File: src/hdl/bnms_pkg.sv
// Shared types and constants for the box non-maximum suppression block.
// Used by bnms_ctrl, bnms_dp and box_non_maximum_suppression; no dependencies.
`default_nettype none
package bnms_pkg;

  localparam int IDX_W   = 6;
  localparam int CNT_W   = 7;
  localparam int COORD_W = 16;
  localparam int SCORE_W = 16;
  localparam int THR_W   = 16;
  localparam logic [THR_W-1:0] THR_RESET = 16'h8000;
  localparam logic [2:0] DRAIN_LAST = 3'd6;

  typedef struct packed {
    logic [COORD_W-1:0] box_left;
    logic [COORD_W-1:0] box_top;
    logic [COORD_W-1:0] box_right;
    logic [COORD_W-1:0] box_bottom;
    logic [SCORE_W-1:0] confidence;
    logic               last_detection;
  } in_req_t;

  typedef struct packed {
    logic [IDX_W-1:0] kept_index;
    logic             last_kept;
  } out_req_t;

  typedef struct packed {
    logic             load_we;
    logic [IDX_W-1:0] wr_idx;
    logic [IDX_W-1:0] score_addr;
    logic             rank_clear;
    logic             rank_probe;
    logic [IDX_W-1:0] probe_idx;
    logic [IDX_W-1:0] cur_idx;
    logic             order_we;
    logic [IDX_W-1:0] order_addr;
    logic             chk;
    logic             latch_a;
    logic             pair_probe;
    logic             flush;
  } cmd_t;

  typedef struct packed {
    logic sup_hit;
  } sts_t;

endpackage
`default_nettype wire

File: src/hdl/bnms_ctrl.sv
// Sequencer for load, rank sort and suppression walk.
// Depends on bnms_pkg; drives bnms_dp through cmd_t.
`default_nettype none
module bnms_ctrl
  import bnms_pkg::*;
#(
  parameter int MAX_DETS = 64
) (
  input  wire logic clk,
  input  wire logic rst_n,
  input  wire logic start,
  input  wire logic last_in,
  output logic      busy,
  output cmd_t      cmd,
  input  sts_t      sts
);

  localparam logic [3:0] S_IDLE   = 4'd0;
  localparam logic [3:0] S_RK_RD  = 4'd1;
  localparam logic [3:0] S_RK_LAT = 4'd2;
  localparam logic [3:0] S_RK_RUN = 4'd3;
  localparam logic [3:0] S_RK_WR  = 4'd4;
  localparam logic [3:0] S_SP_RD  = 4'd5;
  localparam logic [3:0] S_SP_CHK = 4'd6;
  localparam logic [3:0] S_SP_AL  = 4'd7;
  localparam logic [3:0] S_SP_RUN = 4'd8;
  localparam logic [3:0] S_DRAIN  = 4'd9;
  localparam logic [3:0] S_FLUSH  = 4'd10;

  logic [3:0]       state_r, state_nxt;
  logic [CNT_W-1:0] cnt_r, cnt_nxt;
  logic [CNT_W-1:0] n_r, n_nxt;
  logic [CNT_W-1:0] i_r, i_nxt;
  logic [CNT_W-1:0] j_r, j_nxt;
  logic [2:0]       drain_r, drain_nxt;
  logic [CNT_W-1:0] i_inc;

  assign i_inc = i_r + 1'b1;
  assign busy  = (state_r != S_IDLE);

  always_comb begin
    state_nxt = state_r;
    cnt_nxt   = cnt_r;
    n_nxt     = n_r;
    i_nxt     = i_r;
    j_nxt     = j_r;
    drain_nxt = drain_r;
    cmd       = '0;
    cmd.wr_idx  = cnt_r[IDX_W-1:0];
    cmd.cur_idx = i_r[IDX_W-1:0];
    case (state_r)
      S_IDLE: begin
        if (start) begin
          if (cnt_r < CNT_W'(MAX_DETS)) begin
            cmd.load_we = 1'b1;
            cnt_nxt     = cnt_r + 1'b1;
          end
          if (last_in) begin
            n_nxt     = (cnt_r < CNT_W'(MAX_DETS)) ? cnt_r + 1'b1 : cnt_r;
            i_nxt     = '0;
            state_nxt = S_RK_RD;
          end
        end
      end
      S_RK_RD: begin
        cmd.score_addr = i_r[IDX_W-1:0];
        state_nxt      = S_RK_LAT;
      end
      S_RK_LAT: begin
        cmd.rank_clear = 1'b1;
        j_nxt          = '0;
        state_nxt      = S_RK_RUN;
      end
      S_RK_RUN: begin
        if (j_r < n_r) begin
          cmd.score_addr = j_r[IDX_W-1:0];
          cmd.rank_probe = 1'b1;
          cmd.probe_idx  = j_r[IDX_W-1:0];
          j_nxt          = j_r + 1'b1;
        end else begin
          state_nxt = S_RK_WR;
        end
      end
      S_RK_WR: begin
        cmd.order_we = 1'b1;
        if (i_inc == n_r) begin
          i_nxt     = '0;
          state_nxt = S_SP_RD;
        end else begin
          i_nxt     = i_inc;
          state_nxt = S_RK_RD;
        end
      end
      S_SP_RD: begin
        cmd.order_addr = i_r[IDX_W-1:0];
        state_nxt      = S_SP_CHK;
      end
      S_SP_CHK: begin
        cmd.chk = 1'b1;
        if (sts.sup_hit) begin
          i_nxt     = i_inc;
          state_nxt = (i_inc == n_r) ? S_FLUSH : S_SP_RD;
        end else begin
          j_nxt     = i_inc;
          state_nxt = S_SP_AL;
        end
      end
      S_SP_AL: begin
        cmd.latch_a = 1'b1;
        state_nxt   = S_SP_RUN;
      end
      S_SP_RUN: begin
        if (j_r < n_r) begin
          cmd.order_addr = j_r[IDX_W-1:0];
          cmd.pair_probe = 1'b1;
          j_nxt          = j_r + 1'b1;
        end else begin
          drain_nxt = '0;
          state_nxt = S_DRAIN;
        end
      end
      S_DRAIN: begin
        drain_nxt = drain_r + 1'b1;
        if (drain_r == DRAIN_LAST) begin
          i_nxt     = i_inc;
          state_nxt = (i_inc == n_r) ? S_FLUSH : S_SP_RD;
        end
      end
      S_FLUSH: begin
        cmd.flush = 1'b1;
        cnt_nxt   = '0;
        state_nxt = S_IDLE;
      end
      default: begin
        state_nxt = S_IDLE;
      end
    endcase
  end

  always_ff @(posedge clk) begin
    if (!rst_n) begin
      state_r <= S_IDLE;
      cnt_r   <= '0;
    end else begin
      state_r <= state_nxt;
      cnt_r   <= cnt_nxt;
    end
    n_r     <= n_nxt;
    i_r     <= i_nxt;
    j_r     <= j_nxt;
    drain_r <= drain_nxt;
  end

endmodule
`default_nettype wire

File: config.mk
export PLATFORM = sky130hd
export DESIGN_NAME = bnms_ctrl
export DESIGN_NICKNAME = d
export VERILOG_FILES = /design/src/hdl/bnms_pkg.sv /design/src/hdl/bnms_ctrl.sv
export SDC_FILE = /design/constraint.sdc
export NUM_CORES = 1
export LEC_CHECK = 0
export BUFFER_PORTS_ARGS = -buffer_cell sky130_fd_sc_hd__buf_2
export CAP_MARGIN = 15
export CORE_AREA = 4 4 80 82
export DETAILED_ROUTE_END_ITERATION = 12
export DIE_AREA = 0 0 84 86
export GPL_ROUTABILITY_DRIVEN = 0
export HOLD_SLACK_MARGIN = 0.03
export PLACE_DENSITY = 0.64
export SETUP_SLACK_MARGIN = 0.4
export SYNTH_ARGS = -nofsm -noshare
export SYNTH_HDL_FRONTEND = slang
export SYNTH_SLANG_ARGS = --single-unit
File: constraint.sdc
create_clock -name clk -period 6.35 [get_ports clk]
set_input_delay 0.9525 -clock clk [delete_from_list [all_inputs] [get_ports clk]]
set_output_delay 0.9525 -clock clk [all_outputs]
set_load 0.02 [all_outputs]
== After elaboration in Yosys (flattened, before gate mapping) ==
Index checks and enable logic that the tools add are counted.

* Bits in registers: 35
* Input port bits: 5

* Add/sub/neg operators: 4
* Magnitude comparators: 2
* Equality and inequality tests: 20
* Muxes and demuxes: 38
* Reduce and logical (&&, ||, !) cells: 13

{| class="wikitable"
|+ Operators with widths
! cell !! count
|-
| two-way mux 7 bit || 11
|-
| one-hot mux 4 bit (10 select lines) || 1
|-
| two-way mux 4 bit || 7
|-
| one-hot mux 7 bit (4 select lines) || 1
|-
| one-hot mux 6 bit (2 select lines) || 2
|-
| adder 7 x 1 -> 7 bit (second input constant) || 3
|-
| one-hot mux 7 bit (3 select lines) || 1
|-
| == test 4 x 3 -> 1 bit (second input constant) || 4
|-
| inequality test 2 bit (second input constant) || 7
|-
| one-hot mux 7 bit (2 select lines) || 1
|-
| == test 4 bit (second input constant) || 3
|-
| two-way mux 1 bit || 10
|-
| AND reduction 5 bit || 2
|-
| == test 4 x 2 -> 1 bit (second input constant) || 2
|-
| nonzero test 4 bit || 2
|-
| == test 7 bit || 1
|-
| less-than comparator 7 bit || 1
|-
| less-than comparator 7 bit (second input constant) || 1
|-
| two-way mux 3 bit || 2
|-
| two-way mux 6 bit || 1
|-
| one-hot mux 3 bit (2 select lines) || 1
|-
| AND reduction 3 bit || 2
|-
| == test 4 x 1 -> 1 bit (second input constant) || 1
|-
| logical NOT 4 bit || 1
|-
| 7 further kinds || 9
|}

== Longest topological paths before layout ==
Gate-level depths: netlist of the first run.

* Word-level depth: 5
* Gate-level depth with buffers: 9
* Depth with buffers taken out: 8

== Least setup slack after synthesis of the first run ==
No wires, ideal clock.

* Path type: reg2out
* Start: reg j_r[4]
* End: out cmd[25] in the netlist's numbering
* Arrival: 2,296 ps
* Slack: 3,102 ps
* Cell stages (with the launch flop): 9
* Path buffers: 1
* Cells stage by stage: edfxtp_1 > ha_1 > a21o_1 > a21o_1 > a221oi_4 > and4b_1 > buf_4 > and2_1 > a21o_1

{| class="wikitable"
|+ RTL lines
! element !! RTL line !! source
|-
| start, declared || bnms_ctrl.sv:34 || <nowiki>logic [CNT_W-1:0] j_r, j_nxt;</nowiki>
|-
| start signal, assigned || bnms_ctrl.sv:150 || <nowiki>j_r <= j_nxt;</nowiki>
|-
| end, declared || bnms_ctrl.sv:14 || <nowiki>output cmd_t cmd,</nowiki>
|}

==> results of run 1 <==
==> critical path, delay by kind of cell (launching register included) <==
family | cells | cell delay [ps]
DFF | 1 | 470
and+or+nand+nor | 2 | 650
buffers and inverters | 1 | 150
adders and majority gates | 1 | 330
AOI/OAI and AO/OA | 4 | 840
==> layout make-up <==
type / instances / area [um2] / share of cell area (%)
clock buffer: 5 / 68.8 / 2.51
clock inverter: 3 / 15.0 / 0.547
inverter: 12 / 45.0 / 1.64
multi-input combinational: 192 / 1360 / 49.6
sequential: 35 / 941 / 34.3
tap: 75 / 93.8 / 3.42
timing repair buffer: 44 / 220 / 8.02
==> report_power, final <==
part	internal (mW)	switching, mW	leakage (nW)
combinational	0.0430	0.0576	0.886
sequential	0.257	0.0231	0.312
clock	0.0750	0.0782	0.0477
==> metal layers <==
layer	vias to the layer above	track usage (%)	routed length, um
li1	994	-	-
met1	925	21.1	2580
met2	65	26.5	2660
met3	9	3.84	367
met4	0	6.14	128
met5	-	0	0
==> registers in the layout, indices dropped and copies added, names as in the netlist <==
name	flops
j_r	7
state_r	4
n_r	7
drain_r	3
i_r	7
cnt_r	7
==> cell families (layout without fill, tap and decap cells) <==
| kind of cell | Yosys count | in the layout | synth area share, % |
|---|---|---|---|
| AND/OR/NAND/NOR | 101 | 101 | 22.1 |
| AO/OA/AOI/OAI | 55 | 55 | 16.4 |
| buffers and inverters | 38 | 64 | 7.81 |
| flip-flops | 35 | 35 | 37.7 |
| XOR/XNOR | 23 | 23 | 9.71 |
| adder cells (fa/ha/maj) | 11 | 11 | 5.51 |
| multiplexers | 2 | 2 | 0.851 |
==> synth_stat cells (all sizes together), types with 4 or more instances <==
| cell | number |
|---|---|
| a21boi | 5 |
| a21o | 9 |
| a21oi | 8 |
| a22o | 6 |
| and2 | 6 |
| and3 | 4 |
| buf | 19 |
| clkbuf | 7 |
| dfxtp | 11 |
| edfxtp | 24 |
| ha | 11 |
| inv | 12 |
| nand2 | 14 |
| nand2b | 7 |
| nand3 | 17 |
| nor2 | 26 |
| nor2b | 6 |
| nor3 | 7 |
| o21ai | 5 |
| o22ai | 6 |
| xnor2 | 13 |
| xor2 | 7 |
==> how the worst max path moves through the flow <==
stage / endpoint / slack (ps) / depth (start not counted)
floorplan: cmd[25] / 3100 / 8
global placement: cmd[27] / 3040 / 8
detailed placement: cmd[26] / 2980 / 8
CTS: cmd[26] / 2660 / 8
global route: cmd[26] / 2480 / 8
finish: cmd[26] / 2670 / 8
==> metrics by stage <==
stage / utilization, % / hold WS [ps] / std cells / worst slack [ps] / instance area (um2)
final: 47.8 / 525 / 366 / 2670 / 2750
after global routing: 47.8 / 562 / 366 / 2480 / 2750
after CTS: 47.7 / 530 / 365 / 2660 / 2740
after detailed placement: 46.3 / 518 / 357 / 2980 / 2660
after global placement: 46.3 / 510 / 357 / 3040 / 2660
after floorplan: - / 488 / 265 / 3100 / 2500
==> placed cells by master, fill, tap and decap left out, types with 6 or more instances in the layout <==
master,Yosys,final
buf_2,3,44
ha_1,11,11
a21oi_1,8,8
a22o_1,6,6
edfxtp_1,24,24
and2_1,6,6
nand2_1,14,14
nand2b_1,7,7
dfxtp_1,11,11
nor2_1,26,26
o22ai_1,6,6
inv_1,12,12
xor2_1,7,7
nand3_1,17,17
xnor2_1,13,13
nor3_1,6,6
nor2b_1,6,6
a21o_1,9,9
==> reports/metrics.csv, run 1 <==
metric,value,unit
dp_hpwl,4.32,mm
setup_tns,0,ps
clockBufferDepth,2,
final_nets,306,
clock_sinks,35,
fmax,0.272,GHz
firstDrtPassIters,4,
finalCritPeriodShare,58.0,%
reg2reg_setup_slack,3460,ps
yosysTopAreaCell,edfxtp_1,
drive_gt1_share,19.9,%
grt_max_degree,23,
die_area,0.00722,mm2
cp-end-kind,output pin,
power.density,195,mW/mm2
root_buffer,clkbuf_8,
vias,1993,
ir_drop,0.108,mV
cp-start-kind,flop,
grt_remaining_overflow,0,
fin_crit,3680,ps
grt_pass1_vias,1950,
synth.avg_cell_area,9.43,um2
drt_iter0_drc,136,
drt-total-wl,5.74,mm
critPathSlowestCell,edfxtp_1,
fillers,562,
cts_buffers,5,
ys_ff_latch,35,
grt_first_pass_wirelength,9.54,mm
start_util,43.5,%
syn_to_final_growth,9.91,%
timing.rr.start,i_r[0],
drv_cap,0,
yosysWarnings,0,
critical_path_class,flop to output pin,
row_count,28,
synth-seq-area-share,37.7,%
cts_hold_buffers,0,
final.setup_skew,6.34,ps
status,completed,
grt_usage,16.3,%
coreArea,0.00575,mm2
netlist_top_cells_area,"edfxtp_1 29%, dfxtp_1 8.8%, ha_1 5.5%",
hold_violations,0,
num_antenna_cells,0,
hp-class,flop to flop,
worst_slew_pin_slew,787,ps
h-tree-depth,2,
antenna_found_initial,0,
ctsResizeCount,0,
rr_endpoint,i_r[1],
routedWlPerCell,15.7,um
crit_chain,"ha_1, a21o_1, a21o_1, a221oi_4, and4b_1, and2_1, a21o_1, buf_2",
worstPathArrival,2730,ps
slew_violations,0,
port_buffers,43,
critPathMaxStageDelay,470,ps
io_pins,44,
die_x,84,um
ant_nets,0,
ys.flop_type,edfxtp_1,
cp_max_fo,10,
worstPathRequired,5400,ps
relSlewSlack,47.6,%
timing.critical_path.mode_cell,a21o_1,
synth.distinct_cells,51,
drc,0,
insertion_delay,280,ps
die_h,86,um
hold_end,cnt_r[2],
rsz0062_at_grt,no,
setup_viol,0,
async_flop_share,0,%
p_leak,1.25,nW
synth_area,0.00250,mm2
synth_top_area_share,28.8,%
total_power,0.534,mW
synth_edf_count,24,
cts.reportedPaths.clkPinSlew,70,ps
cts_setup_buffers,0,
syn_inst,265,
cts_tree,done,
hp-start,cnt_r[2],
syn-num-nets,281,
holdPathStages,2,
crit_start,j_r[4],
rr_worst_depth,7,
viasPerCell,5.45,
No activity file was read; power rests on OpenSTA's default activity.
==> inputs of run 2 (changes only) <==
Settings changed: PLACE_DENSITY 0.64 to 0.67.
Clock period 6.35 ns to 2.99 ns, I/O delays scaled along.
==> run 2 against run 1 <==
Effect of this change:
- non-clock buffer count increased by 24
- global-route usage grew 1.0 points
- count of clock-buffer cells in the layout is the same
- sequential share of layout area down 4.0 points
- final cell count rose by 6.6%
- sequential power up 110%
- flip-flop and latch count unchanged
- largest cell class unchanged
- highest routed layer unchanged
==> reports/metrics.csv, run 2 (synthesis results as in run 1) <==
metric,value,unit,change
status,completed,,unchanged
cp-end-kind,output pin,,unchanged
vias,2125,,was 1993
critical_path_class,flop to output pin,,unchanged
cts.reportedPaths.clkPinSlew,80,ps,was 70 ps
grt_max_degree,23,,unchanged
instances_no_fill,390,,was 366
drc,0,,unchanged
fin_crit,2870,ps,
cts_tree,done,,unchanged
rsz0062_at_grt,yes,,was no
worst_slack,123,ps,was 2670 ps
drt-total-wl,6.27,mm,was 5.74 mm
worst_slew_pin_slew,530,ps,was 787 ps
finalCritPeriodShare,95.9,%,
die_area,0.00722,mm2,unchanged
worstPathArrival,2420,ps,was 2730 ps
ir_drop,0.260,mV,was 0.108 mV
dp_hpwl,4.39,mm,was 4.32 mm
clock_sinks,35,,unchanged
final_cell_area,0.00311,mm2,was 0.00275 mm2
grt_usage,17.3,%,was 16.3%
final_nets,330,,was 306
ant_nets,0,,unchanged
cp_max_fo,8,,was 10
row_count,28,,unchanged
p_leak,1.39,nW,was 1.25 nW
grt_pass1_vias,1990,,was 1950
die_x,84,um,unchanged
insertion_delay,290,ps,was 280 ps
start_util,43.5,%,unchanged
drv_cap,0,,unchanged
power.density,387,mW/mm2,was 195 mW/mm2
place_inst,371,,was 357
antenna_found_initial,0,,unchanged
worstPathRequired,2540,ps,was 5400 ps
final.setup_skew,6.70,ps,was 6.34 ps
drt_iter0_drc,131,,was 136
fillers,532,,was 562
cts_hold_buffers,0,,unchanged
setup_tns,0,ps,unchanged
die_h,86,um,unchanged
io_pins,44,,unchanged
critPathMaxStageDelay,430,ps,was 470 ps
routedWlPerCell,16.1,um,was 15.7 um
hold_violations,0,,unchanged
port_buffers,43,,unchanged
slew_violations,0,,unchanged
dpl-instance-area,0.00278,mm2,was 0.00266 mm2
holdPathStages,3,,was 2
rr_worst_depth,7,,unchanged
clockBufferDepth,2,,unchanged
cp-start-kind,flop,,unchanged
grt_remaining_overflow,0,,unchanged
timing.critical_path.mode_cell,a21o_1,,unchanged
firstDrtPassIters,4,,unchanged
final_cell_mix,"26 x nor2_1, 24 x edfxtp_1, 24 x buf_4",,"was 44 x buf_2, 26 x nor2_1, 24 x edfxtp_1"
drive_gt1_share,29.5,%,was 19.9%
relSlewSlack,64.4,%,was 47.6%
fin_util,54.1,%,was 47.8%
root_buffer,clkbuf_8,,unchanged
hp-class,input pin to flop,,was flop to flop
dp_slack,232,ps,was 2980 ps
coreArea,0.00575,mm2,unchanged
grt_first_pass_wirelength,10.1,mm,was 9.54 mm
cts_buffers,5,,unchanged
num_antenna_cells,0,,unchanged
setup_viol,0,,unchanged
fmax,0.349,GHz,
h-tree-depth,2,,unchanged
crit_chain,"ha_4, a21o_1, a21o_1, a221oi_4, and4b_2, and2_4, a21o_1, buf_6",,"was ha_1, a21o_1, a21o_1, a221oi_4, and4b_1, and2_1, a21o_1, buf_2"
syn_to_final_growth,24.4,%,was 9.91%
final_common_cell,nor2_1,,was buf_2
viasPerCell,5.45,,about the same
critPathSlowestCell,edfxtp_1,,unchanged
## run 2: worst max-delay path, delay by kind of cell (launching register included)
family,cells,cell delay (ps)
AO/OA/AOI/OAI,4,750
adder cells (fa/ha/maj),1,240
buffers and inverters,1,120
flip-flops,1,430
AND/OR/NAND/NOR,2,570
## run 2: per-stage QoR
step / power, mW / hold WS, ps
after floorplan: 0.768 / 488
after global placement: 0.829 / 517
after detailed placement: 0.833 / 516
after CTS: 1.20 / 460
after global routing: 1.26 / 479
final: 1.20 / 471
## run 2: final timing paths
check / start / to / slack (ps)
worst min-delay path: start / cnt_r[1] / 470
worst max register to register: j_r[4] / j_r[5] / 570
worst max-delay path: j_r[4] / cmd[29] / 120
worst min register to register: cnt_r[1] / cnt_r[1] / 530
## run 2: metal layers
layer  global-route usage, %  vias to the layer above  routed length (um)
li1                        -                     1046                   -
met1                    22.3                     1013                2820
met2                    29.9                       57                3130
met3                    3.17                        9                 248
met4                    4.97                        0                  75
met5                       0                        -                   0
## run 2: layout make-up
| cell class | instances | area [um2] | share of cell area, % |
|---|---|---|---|
| Tap cell | 75 | 93.8 | 3.02 |
| Inverter | 12 | 45.0 | 1.45 |
| Timing Repair Buffer | 68 | 532 | 17.1 |
| Clock buffer | 5 | 68.8 | 2.21 |
| Sequential cell | 35 | 941 | 30.3 |
| Clock inverter | 3 | 22.5 | 0.725 |
| Multi-Input combinational cell | 192 | 1410 | 45.2 |
## run 2: where the power goes
group	leakage [nW]	switching, mW	total [mW]	internal (mW)
combinational	1.03	0.149	0.271	0.122
clock	0.0451	0.187	0.354	0.167
sequential	0.312	0.0334	0.579	0.546
total	1.39	0.369	1.20	0.835
## run 2: timing repair
item,CTS,global route
resized for setup,36,12
pin swaps,15,15
endpoints found under the setup margin,26,32
buffers inserted,7,4
